[src/hw/rtl/rtsd_pkg.sv]
// Shared types, constants and helper functions for the range to segment display block.
`timescale 1ns / 1ps

package rtsd_pkg;

    localparam int DIGIT_COUNT = 5;
    localparam int WORD_LEN    = 5;
    localparam int POS_W       = $clog2(DIGIT_COUNT + 1);

    // floor(x / 100) is taken as floor(floor(x / 4) / 25) with a reciprocal of 25.
    localparam logic [24:0] DIST_RECIP  = 25'd21474837;
    localparam int          DIST_SHIFT  = 29;
    localparam logic [13:0] SHINE_RECIP = 14'd10486;
    localparam int          SHINE_SHIFT = 18;

    typedef enum logic [1:0] {
        REG_SCALE = 2'd0,
        REG_NEAR  = 2'd1,
        REG_FAR   = 2'd2
    } reg_index_t;

    typedef enum logic [1:0] {
        CLS_DIGITS = 2'd0,
        CLS_CLOSE  = 2'd1,
        CLS_FAR    = 2'd2
    } range_class_t;

    typedef struct packed {
        logic [9:0] scale_numerator;
        logic [6:0] near_limit;
        logic [6:0] far_limit;
    } cfg_t;

    typedef struct packed {
        logic [6:0]   distance;
        range_class_t cls;
        logic [7:0]   duty_first;
        logic [7:0]   duty_second;
        logic [7:0]   duty_third;
        logic [3:0]   hund;
        logic [3:0]   tens;
        logic [3:0]   units;
    } disp_t;

    function automatic logic [6:0] digit_seg(input logic [3:0] d);
        logic [6:0] s;
        case (d)
            4'd0:    s = 7'h3F;
            4'd1:    s = 7'h06;
            4'd2:    s = 7'h5B;
            4'd3:    s = 7'h4F;
            4'd4:    s = 7'h66;
            4'd5:    s = 7'h6D;
            4'd6:    s = 7'h7D;
            4'd7:    s = 7'h07;
            4'd8:    s = 7'h7F;
            4'd9:    s = 7'h6F;
            default: s = 7'h00;
        endcase
        return s;
    endfunction

    function automatic logic [6:0] close_letter(input logic [2:0] j);
        logic [6:0] s;
        case (j)
            3'd0:    s = 7'h39;
            3'd1:    s = 7'h38;
            3'd2:    s = 7'h3F;
            3'd3:    s = 7'h6D;
            3'd4:    s = 7'h79;
            default: s = 7'h00;
        endcase
        return s;
    endfunction

    function automatic logic [6:0] far_letter(input logic [2:0] j);
        logic [6:0] s;
        case (j)
            3'd2:    s = 7'h71;
            3'd3:    s = 7'h77;
            3'd4:    s = 7'h31;
            default: s = 7'h00;
        endcase
        return s;
    endfunction

    // Splits a value below 128 into hundreds, tens and units.
    function automatic logic [11:0] split_digits(input logic [6:0] d);
        logic [6:0]  r;
        logic [3:0]  h;
        logic [3:0]  t;
        logic [14:0] p;
        logic [6:0]  t10;
        h = (d >= 7'd100) ? 4'd1 : 4'd0;
        r = (d >= 7'd100) ? (d - 7'd100) : d;
        p = {8'b0, r} * 15'd205;
        t = p[14:11];
        t10 = {t[3:0], 3'b0} - 7'd0 + {2'b0, t[3:0], 1'b0};
        return {h, t, 4'(r - t10)};
    endfunction

    function automatic logic [6:0] pos_segments(input logic [POS_W-1:0] pos, input disp_t it);
        int         j;
        int         e;
        logic [6:0] s;
        j = int'(pos) + WORD_LEN - DIGIT_COUNT - 1;
        e = DIGIT_COUNT - int'(pos);
        s = 7'h00;
        case (it.cls)
            CLS_CLOSE:
            begin
                if (j >= 0 && j < WORD_LEN)
                begin
                    s = close_letter(3'(j));
                end
            end
            CLS_FAR:
            begin
                if (j >= 0 && j < WORD_LEN)
                begin
                    s = far_letter(3'(j));
                end
            end
            CLS_DIGITS:
            begin
                if (e == 0)
                begin
                    s = digit_seg(it.units);
                end
                else if (e == 1 && it.distance >= 7'd10)
                begin
                    s = digit_seg(it.tens);
                end
                else if (e == 2 && it.distance >= 7'd100)
                begin
                    s = digit_seg(it.hund);
                end
            end
            default: s = 7'h00;
        endcase
        return s;
    endfunction

endpackage

[src/hw/rtl/rtsd_cfg.sv]
// APB register file holding the scale factor and the two distance limits.
`timescale 1ns / 1ps

module rtsd_cfg
    import rtsd_pkg::*;
(
    input  logic        clk,
    input  logic        rst_n,
    input  logic        psel,
    input  logic        penable,
    input  logic        pwrite,
    input  logic [3:0]  paddr,
    input  logic [31:0] pwdata,
    output logic [31:0] prdata,
    output logic        pready,
    output cfg_t        cfg
);

    cfg_t cfg_reg;
    logic wr_en;

    assign pready = 1'b1;
    assign wr_en  = psel && penable && pwrite && pready;
    assign cfg    = cfg_reg;

    always_ff @(posedge clk or negedge rst_n)
    begin
        if (!rst_n)
        begin
            cfg_reg.scale_numerator <= 10'd157;
            cfg_reg.near_limit      <= 7'd10;
            cfg_reg.far_limit       <= 7'd100;
        end
        else if (wr_en)
        begin
            unique case (paddr[3:2])
                REG_SCALE: cfg_reg.scale_numerator <= pwdata[9:0];
                REG_NEAR:  cfg_reg.near_limit      <= pwdata[6:0];
                REG_FAR:   cfg_reg.far_limit       <= pwdata[6:0];
                default:   ;
            endcase
        end
    end

    always_comb
    begin
        unique case (paddr[3:2])
            REG_SCALE: prdata = {22'b0, cfg_reg.scale_numerator};
            REG_NEAR:  prdata = {25'b0, cfg_reg.near_limit};
            REG_FAR:   prdata = {25'b0, cfg_reg.far_limit};
            default:   prdata = 32'b0;
        endcase
    end

endmodule

[src/hw/rtl/rtsd_pipe.sv]
// Four stage pipeline from echo ticks to distance class, duties and decimal digits.
`timescale 1ns / 1ps

module rtsd_pipe
    import rtsd_pkg::*;
(
    input  logic        clk,
    input  logic        rst_n,
    input  cfg_t        cfg,
    input  logic        in_valid,
    input  logic [15:0] echo_ticks,
    input  logic        en,
    output logic        out_valid,
    output disp_t       out_item
);

    logic         v1_reg;
    logic         v2_reg;
    logic         v3_reg;
    logic         v4_reg;
    logic [25:0]  prod1_reg;
    logic [48:0]  prod2_reg;
    logic [6:0]   dist3_reg;
    range_class_t cls3_reg;
    logic [14:0]  bright3_reg;
    disp_t        item4_reg;

    logic [19:0]  dist_full;
    range_class_t cls_next;
    logic [14:0]  bright_next;
    logic [26:0]  shine_prod;
    logic [8:0]   shine_raw;
    logic [7:0]   shine;
    logic [11:0]  digits;
    disp_t        item4_next;

    assign out_valid = v4_reg;
    assign out_item  = item4_reg;

    always_ff @(posedge clk or negedge rst_n)
    begin
        if (!rst_n)
        begin
            v1_reg <= 1'b0;
            v2_reg <= 1'b0;
            v3_reg <= 1'b0;
            v4_reg <= 1'b0;
        end
        else if (en)
        begin
            v1_reg <= in_valid;
            v2_reg <= v1_reg;
            v3_reg <= v2_reg;
            v4_reg <= v3_reg;
        end
    end

    always_comb
    begin
        dist_full = prod2_reg[DIST_SHIFT +: 20];
        if (dist_full <= {13'b0, cfg.near_limit})
        begin
            cls_next = CLS_CLOSE;
        end
        else if (dist_full >= {13'b0, cfg.far_limit})
        begin
            cls_next = CLS_FAR;
        end
        else
        begin
            cls_next = CLS_DIGITS;
        end
        bright_next = {dist_full[6:0], 8'b0} - {8'b0, dist_full[6:0]};
    end

    always_comb
    begin
        shine_prod = {14'b0, bright3_reg[14:2]} * {13'b0, SHINE_RECIP};
        shine_raw  = shine_prod[SHINE_SHIFT +: 9];
        shine      = shine_raw[8] ? 8'hFF : shine_raw[7:0];
        digits     = split_digits(dist3_reg);

        item4_next.distance = dist3_reg;
        item4_next.cls      = cls3_reg;
        item4_next.hund     = digits[11:8];
        item4_next.tens     = digits[7:4];
        item4_next.units    = digits[3:0];
        case (cls3_reg)
            CLS_CLOSE:
            begin
                item4_next.duty_first  = 8'hFF;
                item4_next.duty_second = 8'hFF;
                item4_next.duty_third  = 8'hFF;
            end
            CLS_FAR:
            begin
                item4_next.duty_first  = 8'hFF;
                item4_next.duty_second = 8'h00;
                item4_next.duty_third  = 8'h00;
            end
            default:
            begin
                item4_next.duty_first  = shine;
                item4_next.duty_second = 8'hFF - shine;
                item4_next.duty_third  = 8'hFF - shine;
            end
        endcase
    end

    always_ff @(posedge clk)
    begin
        if (en)
        begin
            prod1_reg   <= {10'b0, echo_ticks} * {16'b0, cfg.scale_numerator};
            prod2_reg   <= {25'b0, prod1_reg[25:2]} * {24'b0, DIST_RECIP};
            dist3_reg   <= dist_full[6:0];
            cls3_reg    <= cls_next;
            bright3_reg <= bright_next;
            item4_reg   <= item4_next;
        end
    end

endmodule

[src/hw/rtl/rtsd_ser.sv]
// Output stage that holds one measurement and sends one request per display position.
`timescale 1ns / 1ps

module rtsd_ser
    import rtsd_pkg::*;
(
    input  logic        clk,
    input  logic        rst_n,
    input  logic        in_valid,
    input  disp_t       in_item,
    output logic        in_take,
    output logic        m_tvalid,
    input  logic        m_tready,
    output logic [39:0] m_tdata,
    output logic [1:0]  m_tuser,
    output logic        m_tlast
);

    disp_t            item_reg;
    logic [POS_W-1:0] pos_reg;
    logic             ovalid_reg;
    logic             last_beat;
    logic             slot_free;

    assign last_beat = (pos_reg == POS_W'(DIGIT_COUNT));
    assign slot_free = !ovalid_reg || (m_tready && last_beat);
    assign in_take   = in_valid && slot_free;

    always_ff @(posedge clk or negedge rst_n)
    begin
        if (!rst_n)
        begin
            ovalid_reg <= 1'b0;
            pos_reg    <= POS_W'(1);
        end
        else if (in_take)
        begin
            ovalid_reg <= 1'b1;
            pos_reg    <= POS_W'(1);
        end
        else if (ovalid_reg && m_tready)
        begin
            if (last_beat)
            begin
                ovalid_reg <= 1'b0;
            end
            else
            begin
                pos_reg <= pos_reg + POS_W'(1);
            end
        end
    end

    always_ff @(posedge clk)
    begin
        if (in_take)
        begin
            item_reg <= in_item;
        end
    end

    assign m_tvalid = ovalid_reg;
    assign m_tlast  = last_beat;
    assign m_tuser  = item_reg.cls;
    assign m_tdata  = {6'b0, item_reg.duty_third, item_reg.duty_second, item_reg.duty_first,
                       pos_segments(pos_reg, item_reg), 3'(pos_reg)};

endmodule

[src/hw/rtl/range_to_segment_display_top.sv]
// Top level of the range to segment display block.
`timescale 1ns / 1ps

// Channel  Direction  Content
// s_       in         one echo pulse width per request
// m_       out        one display position per request, five per measurement
// APB      in         scale factor, near limit, far limit
//
// A measurement passes four register stages (product, reciprocal product,
// classification, duties and digits) and is then registered in the output
// stage, which offers its first position and sends one position per cycle
// while m_tready is high. A stall on the output holds the whole pipeline
// once its last stage holds a measurement; nothing is lost or repeated.
// Reset clears all valid bits and sets the registers to 157, 10 and 100.

module range_to_segment_display_top
    import rtsd_pkg::*;
(
    input  logic        clk,
    input  logic        rst_n,
    input  logic        s_tvalid,
    output logic        s_tready,
    input  logic [15:0] s_tdata,   // echo_ticks
    output logic        m_tvalid,
    input  logic        m_tready,
    output logic [39:0] m_tdata,   // digit_position, segments, duty_first, duty_second, duty_third
    output logic [1:0]  m_tuser,   // range_class
    output logic        m_tlast,
    input  logic        psel,
    input  logic        penable,
    input  logic        pwrite,
    input  logic [3:0]  paddr,
    input  logic [31:0] pwdata,
    output logic [31:0] prdata,
    output logic        pready
);

    cfg_t  cfg;
    logic  pipe_valid;
    disp_t pipe_item;
    logic  ser_take;
    logic  en;

    assign en       = !pipe_valid || ser_take;
    assign s_tready = en;

    rtsd_cfg u_cfg (
        .clk     (clk),
        .rst_n   (rst_n),
        .psel    (psel),
        .penable (penable),
        .pwrite  (pwrite),
        .paddr   (paddr),
        .pwdata  (pwdata),
        .prdata  (prdata),
        .pready  (pready),
        .cfg     (cfg)
    );

    rtsd_pipe u_pipe (
        .clk        (clk),
        .rst_n      (rst_n),
        .cfg        (cfg),
        .in_valid   (s_tvalid),
        .echo_ticks (s_tdata),
        .en         (en),
        .out_valid  (pipe_valid),
        .out_item   (pipe_item)
    );

    rtsd_ser u_ser (
        .clk      (clk),
        .rst_n    (rst_n),
        .in_valid (pipe_valid),
        .in_item  (pipe_item),
        .in_take  (ser_take),
        .m_tvalid (m_tvalid),
        .m_tready (m_tready),
        .m_tdata  (m_tdata),
        .m_tuser  (m_tuser),
        .m_tlast  (m_tlast)
    );

endmodule
[config.mk]
export PLATFORM = sky130hd
export DESIGN_NAME = range_to_segment_display_top
export DESIGN_NICKNAME = d
export VERILOG_FILES = /design/src/hw/rtl/rtsd_pkg.sv /design/src/hw/rtl/rtsd_cfg.sv /design/src/hw/rtl/rtsd_pipe.sv /design/src/hw/rtl/rtsd_ser.sv /design/src/hw/rtl/range_to_segment_display_top.sv
export SDC_FILE = /design/constraint.sdc
export NUM_CORES = 1
export LEC_CHECK = 0
export ABC_CLOCK_PERIOD_IN_PS = 8700
export CAP_MARGIN = 10
export CELL_PAD_IN_SITES_DETAIL_PLACEMENT = 0
export CELL_PAD_IN_SITES_GLOBAL_PLACEMENT = 1
export CORE_ASPECT_RATIO = 1.75
export CORE_MARGIN = 5
export CORE_UTILIZATION = 54
export DETAILED_ROUTE_END_ITERATION = 16
export DONT_BUFFER_PORTS = 1
export GPL_TIMING_DRIVEN = 0
export HOLD_SLACK_MARGIN = 0.03
export PLACE_DENSITY_LB_ADDON = 0.1
export SYNTH_ARGS = -nofsm -noshare
export SYNTH_HDL_FRONTEND = slang
export SYNTH_HIERARCHICAL = 1
export SYNTH_SLANG_ARGS = --single-unit
export TNS_END_PERCENT = 30
[constraint.sdc]
create_clock -name clk -period 8.7 [get_ports clk]
set_clock_uncertainty 0.1 [all_clocks]
set_input_delay 1.74 -clock clk [delete_from_list [all_inputs] [get_ports clk]]
set_output_delay 1.74 -clock clk [all_outputs]
set_load 0.02 [all_outputs]
After elaboration in Yosys (flattened, before gate mapping)

Memory sizes are Yosys's and may differ from the RTL's. A register that Yosys moved wholly into a read port is not among the register bits.
Cells that the tools add are included.

Flip-flop bits (word level): 221
Bits in latches: 0
Bits in writable memories: 0
Memory bits (read-only): 336
Output and inout port bits: 78
Memories: 3

Memory list:

| memory           | depth | bits a word | read ports | clocked after Yosys merged registers in | write ports | RTL line       | RTL |
|---|---|---|---|---|---|---|---|
| (name not given) | 16    | 7           | 1          | 1                                       | 0           | rtsd_pkg.sv:47 | `case (d)` |
| (name not given) | 16    | 7           | 1          | 1                                       | 0           | rtsd_pkg.sv:47 |  |
| (name not given) | 16    | 7           | 1          | 1                                       | 0           | rtsd_pkg.sv:47 |  |

Add/subtract/negate cells: 10
Multiply operators: 4
Divide/modulo/power cells: 0
Order comparisons: 7
Eq/ne operators: 14
Shift-type cells: 0
Mux-type cells: 23
Bitwise operators: 0
Reductions and logical operators: 23

Operator list:

| kind                                                                    | count |
|---|---|
| 24-bit by 25-bit multiplier with 49-bit output (second input constant)  | 1 |
| 24-bit case mux with 2 select lines                                     | 1 |
| 7-bit 2-to-1 mux                                                        | 6 |
| 7-bit case mux with 3 select lines                                      | 2 |
| 7-bit case mux with 5 select lines                                      | 1 |
| 32-bit by 2-bit equality test with 1-bit output (second input constant) | 1 |
| 32-bit by 3-bit equality test with 1-bit output (second input constant) | 1 |
| 32-bit by 1-bit >= comparator with 1-bit output (second input constant) | 1 |
| 32-bit zero test                                                        | 1 |
| 32-bit by 4-bit < comparator with 1-bit output (second input constant)  | 1 |
| 32-bit by 2-bit subtractor with 32-bit output (second input constant)   | 1 |
| 32-bit by 4-bit subtractor with 32-bit output (second input constant)   | 1 |
| 10-bit case mux with 3 select lines                                     | 1 |
| 13-bit by 13-bit multiplier with 26-bit output (second input constant)  | 1 |
| 16-bit by 10-bit multiplier with 26-bit output                          | 1 |
| 20-bit by 7-bit >= comparator with 1-bit output                         | 1 |
| 20-bit by 7-bit <= comparator with 1-bit output                         | 1 |
| 7-bit by 8-bit multiplier with 15-bit output (second input constant)    | 1 |
| 15-bit by 7-bit subtractor with 15-bit output                           | 1 |
| 7-bit >= comparator (second input constant)                             | 2 |
| 4-bit 2-to-1 mux                                                        | 3 |
| 2-bit AND reduction                                                     | 5 |
| 3-bit 2-to-1 mux                                                        | 3 |
| 1-bit logical AND                                                       | 8 |
| other kinds (22)                                                        | 35 |

Depth between registers and ports, before layout

Depth after elaboration: 7
Mapped depth: 24
Gate-level depth less buffers: 24

Hierarchy

The synthesis kept the hierarchy.

By module, submodules not included:

| module                       | times used | cells each | area an instance (um^2) |
|---|---|---|---|
| rtsd_pipe                    | 1          | 2193       | 22559.1 |
| rtsd_ser                     | 1          | 335        | 3839.9 |
| rtsd_cfg                     | 1          | 106        | 1330.0 |
| range_to_segment_display_top | 1          | 1          | 6.3 |

Worst setup path before layout

Ideal clock, no wire load.

Path kind: in2out
Start point: in m_tready
End point: out s_tready
Arrival: 5.258 ns
Required time: 6.860 ns
Path slack: 1.602 ns
Stages: 6
Cell sequence: and4_4 > buf_6 > nor2_4 > inv_2 > buf_6 > nand2b_1

Word-level cells in the longest chain between the ends: 4

Ends and longest elaborated chain:

| item              | RTL line                           | RTL |
|---|---|---|
| from (decl)       | range_to_segment_display_top.sv:25 | `input logic m_tready,` |
| 1-bit logical AND | rtsd_ser.sv:26                     | `assign slot_free = !ovalid_reg \|\| (m_tready && last_beat);` |
| 1-bit logical OR  | rtsd_ser.sv:26                     |  |
| 1-bit logical AND | rtsd_ser.sv:27                     | `assign in_take = in_valid && slot_free;` |
| via ser_take      | range_to_segment_display_top.sv:41 | `logic ser_take;` |
| 1-bit logical OR  | range_to_segment_display_top.sv:44 | `assign en = !pipe_valid \|\| ser_take;` |
| to (decl)         | range_to_segment_display_top.sv:22 | `output logic s_tready,` |

The timed path passes the listed nets, and every way through them passes these cells.

Final worst setup path

Start point: reg u_pipe.prod1_reg[15]
End point: reg u_pipe.prod2_reg[35], data pin

Word-level cells in the longest chain between the ends: 1

Ends and longest elaborated chain:

| item                                           | RTL line         | RTL |
|---|---|---|
| from (decl)                                    | rtsd_pipe.sv:21  | `logic [25:0] prod1_reg;` |
| from (signal assigned)                         | rtsd_pipe.sv:114 | `prod1_reg <= {10'b0, echo_ticks} * {16'b0, cfg.scale_numerator};` |
| 24-bit by 25-bit multiplier with 49-bit output | rtsd_pipe.sv:115 | `prod2_reg <= {25'b0, prod1_reg[25:2]} * {24'b0, DIST_RECIP};` |
| to (signal assigned)                           | rtsd_pipe.sv:115 |  |
| to (decl)                                      | rtsd_pipe.sv:22  | `logic [48:0] prod2_reg;` |

No other way between the ends.
A chain may end at the register's enable or synchronous reset.

==> out/qor.txt <==
Status - finished, final reports clean
Post-DRT Antenna Nets - 0
Critical path buffer and inverter count - 4
Initial antenna violation count - 0
Layout area overhead - 5.83%
Crit. path cell count - 20
Reg2Reg Depth - 20
H-Tree Depth - 4
Least-Margin Pin Slew - 1.18 ns
Reg2reg end - u_pipe/prod2_reg[35]$_DFFE_PP_
Vias in the first global route - 20.2k
Die Height - 310 um
WL/cell - 19.2 um
Clock latency on the worst-skew pair - 0.46 ns
Synth warn - 6
Hold buffer count at CTS - 0
Most frequent cells in the layout - inv_1 (589), ha_1 (489), fa_1 (376)
Final Hold Viols - 0
Ports - 137
Die width - 181 um
Core area - 51200 um^2
Number of gates resized after cts - 0
Total global routing overflow - 0
Starting DRC count in detailed routing - 764
Share of cells above drive strength 1 - 6.86%
DP Area - 28700 um^2
CTS root buf - clkbuf_16
Die area - 56100 um^2
CTS max path bufs - 2
Worst Setup EP - u_pipe/prod2_reg[35]$_DFFE_PP_
Max_slew headroom - 20.2%
Dpl cells - 3335
Top cell by count, worst path - fa_1
Post-Syn Area per Cell - 10.5 um^2
Crit path launch type - flop
FF-to-FF setup slack - 0.75 ns
Drt pass-1 iters - 5
Row count - 110
CTS sink cnt - 196
Routability cong. - 0.978
Cell Area, Synth - 27700 um^2
Fmax - 126 MHz
Routed Wire Length - 64.6 mm
Number of max-cap violations - 0
Post-route minimum period - 7.95 ns
Crit path kind - reg -> reg
GRT Total Usage - 23.7%
Setup violations, final - 0
CP Cell Sequence - inv_1, fa_1, fa_1, inv_1, ha_1, fa_1, fa_1, fa_1, inv_1, fa_1, inv_1, ha_1, nand2_1, o21ai_0, o211ai_1, nor4_1, nor2_1, o21ai_0, a31oi_1, xnor2_1
CTS Buf Count - 17
Cell Count, Final, Fillers Out - 3367
CP max-delay cell - o21ai_0
Data required time of the critical path - 8.80 ns
Final period util - 91.4%
Delay-heaviest family, CP - adder cells
Global-route wire length before repair - 104 mm
Commonest non-fill, non-tap cell in the layout - inv_1
Setup bufs post-CTS - 0
CP arrival - 8.06 ns
Hold crit path type - reg -> reg
R2R Path Start - u_pipe/prod1_reg[15]$_DFFE_PP_
Largest net degree at the start of global routing - 56
Slew Viols, Final - 0
Post-synthesis cell count - 2634
CTS tree - done
Vias per Instance - 5.44
N_diodes - 0
Design Area, Final - 29300 um^2
CP peak stage delay - 0.96 ns
DRC - 0
Via count - 18.3k
Final HPWL DP - 56.5 mm
Clk slew on worst S/H paths - 0.09 ns
Crit path launch - u_pipe/prod1_reg[15]$_DFFE_PP_
NumNets Final - 3606
Port-buffer cells - 0
CP max FO - 9
WHS Path Cells - 0
Setup TNS - 0 ns
Setup crit end kind - flop
Starting density of the core - 54.1%
RSZ-0062 raised after global routing - false
## per-layer routing
layer  share of wire (%)  global-route usage, %
met2                  60                   49.2
met1                  33                   22.5
met3                 2.3                   2.28
met4                 5.6                   11.9
met5                   0                      0
## layout make-up
cell class	instances	area (um^2)
tap	672	841
inverter	591	2220
fill	4503	21900
clock inverter	15	209
multi-input combinational	1770	19400
buffer	105	692
clock buffer	17	425
sequential	196	5530
timing repair buffer	1	27.5
## metrics by stage
step	setup slack (ns)	utilization (%)	hold slack, ns
floorplan	1.63	-	0.300
global placement	0.431	56.0	0.302
detailed placement	0.801	56.0	0.305
CTS	0.738	57.3	0.316
global route	0.417	57.3	0.331
finish	0.747	57.3	0.316
## worst min-delay path by stage
stage	start	end
floorplan	u_pipe/out_item[39]$_DFFE_PP_	u_ser/item_reg[39]$_DFFE_PN_
global placement	u_pipe/out_item[35]$_DFFE_PP_	u_ser/m_tdata[17]$_DFFE_PN_
detailed placement	u_pipe/out_item[43]$_DFFE_PP_	u_ser/item_reg[43]$_DFFE_PN_
CTS	u_pipe/out_item[43]$_DFFE_PP_	u_ser/item_reg[43]$_DFFE_PN_
global route	u_pipe/out_item[42]$_DFFE_PP_	u_ser/item_reg[42]$_DFFE_PN_
finish	u_pipe/out_item[43]$_DFFE_PP_	u_ser/item_reg[43]$_DFFE_PN_
Power is left out: the tool's default activity adds up to more than one toggle a clock period on the data nets, which glitch-free logic cannot reach.
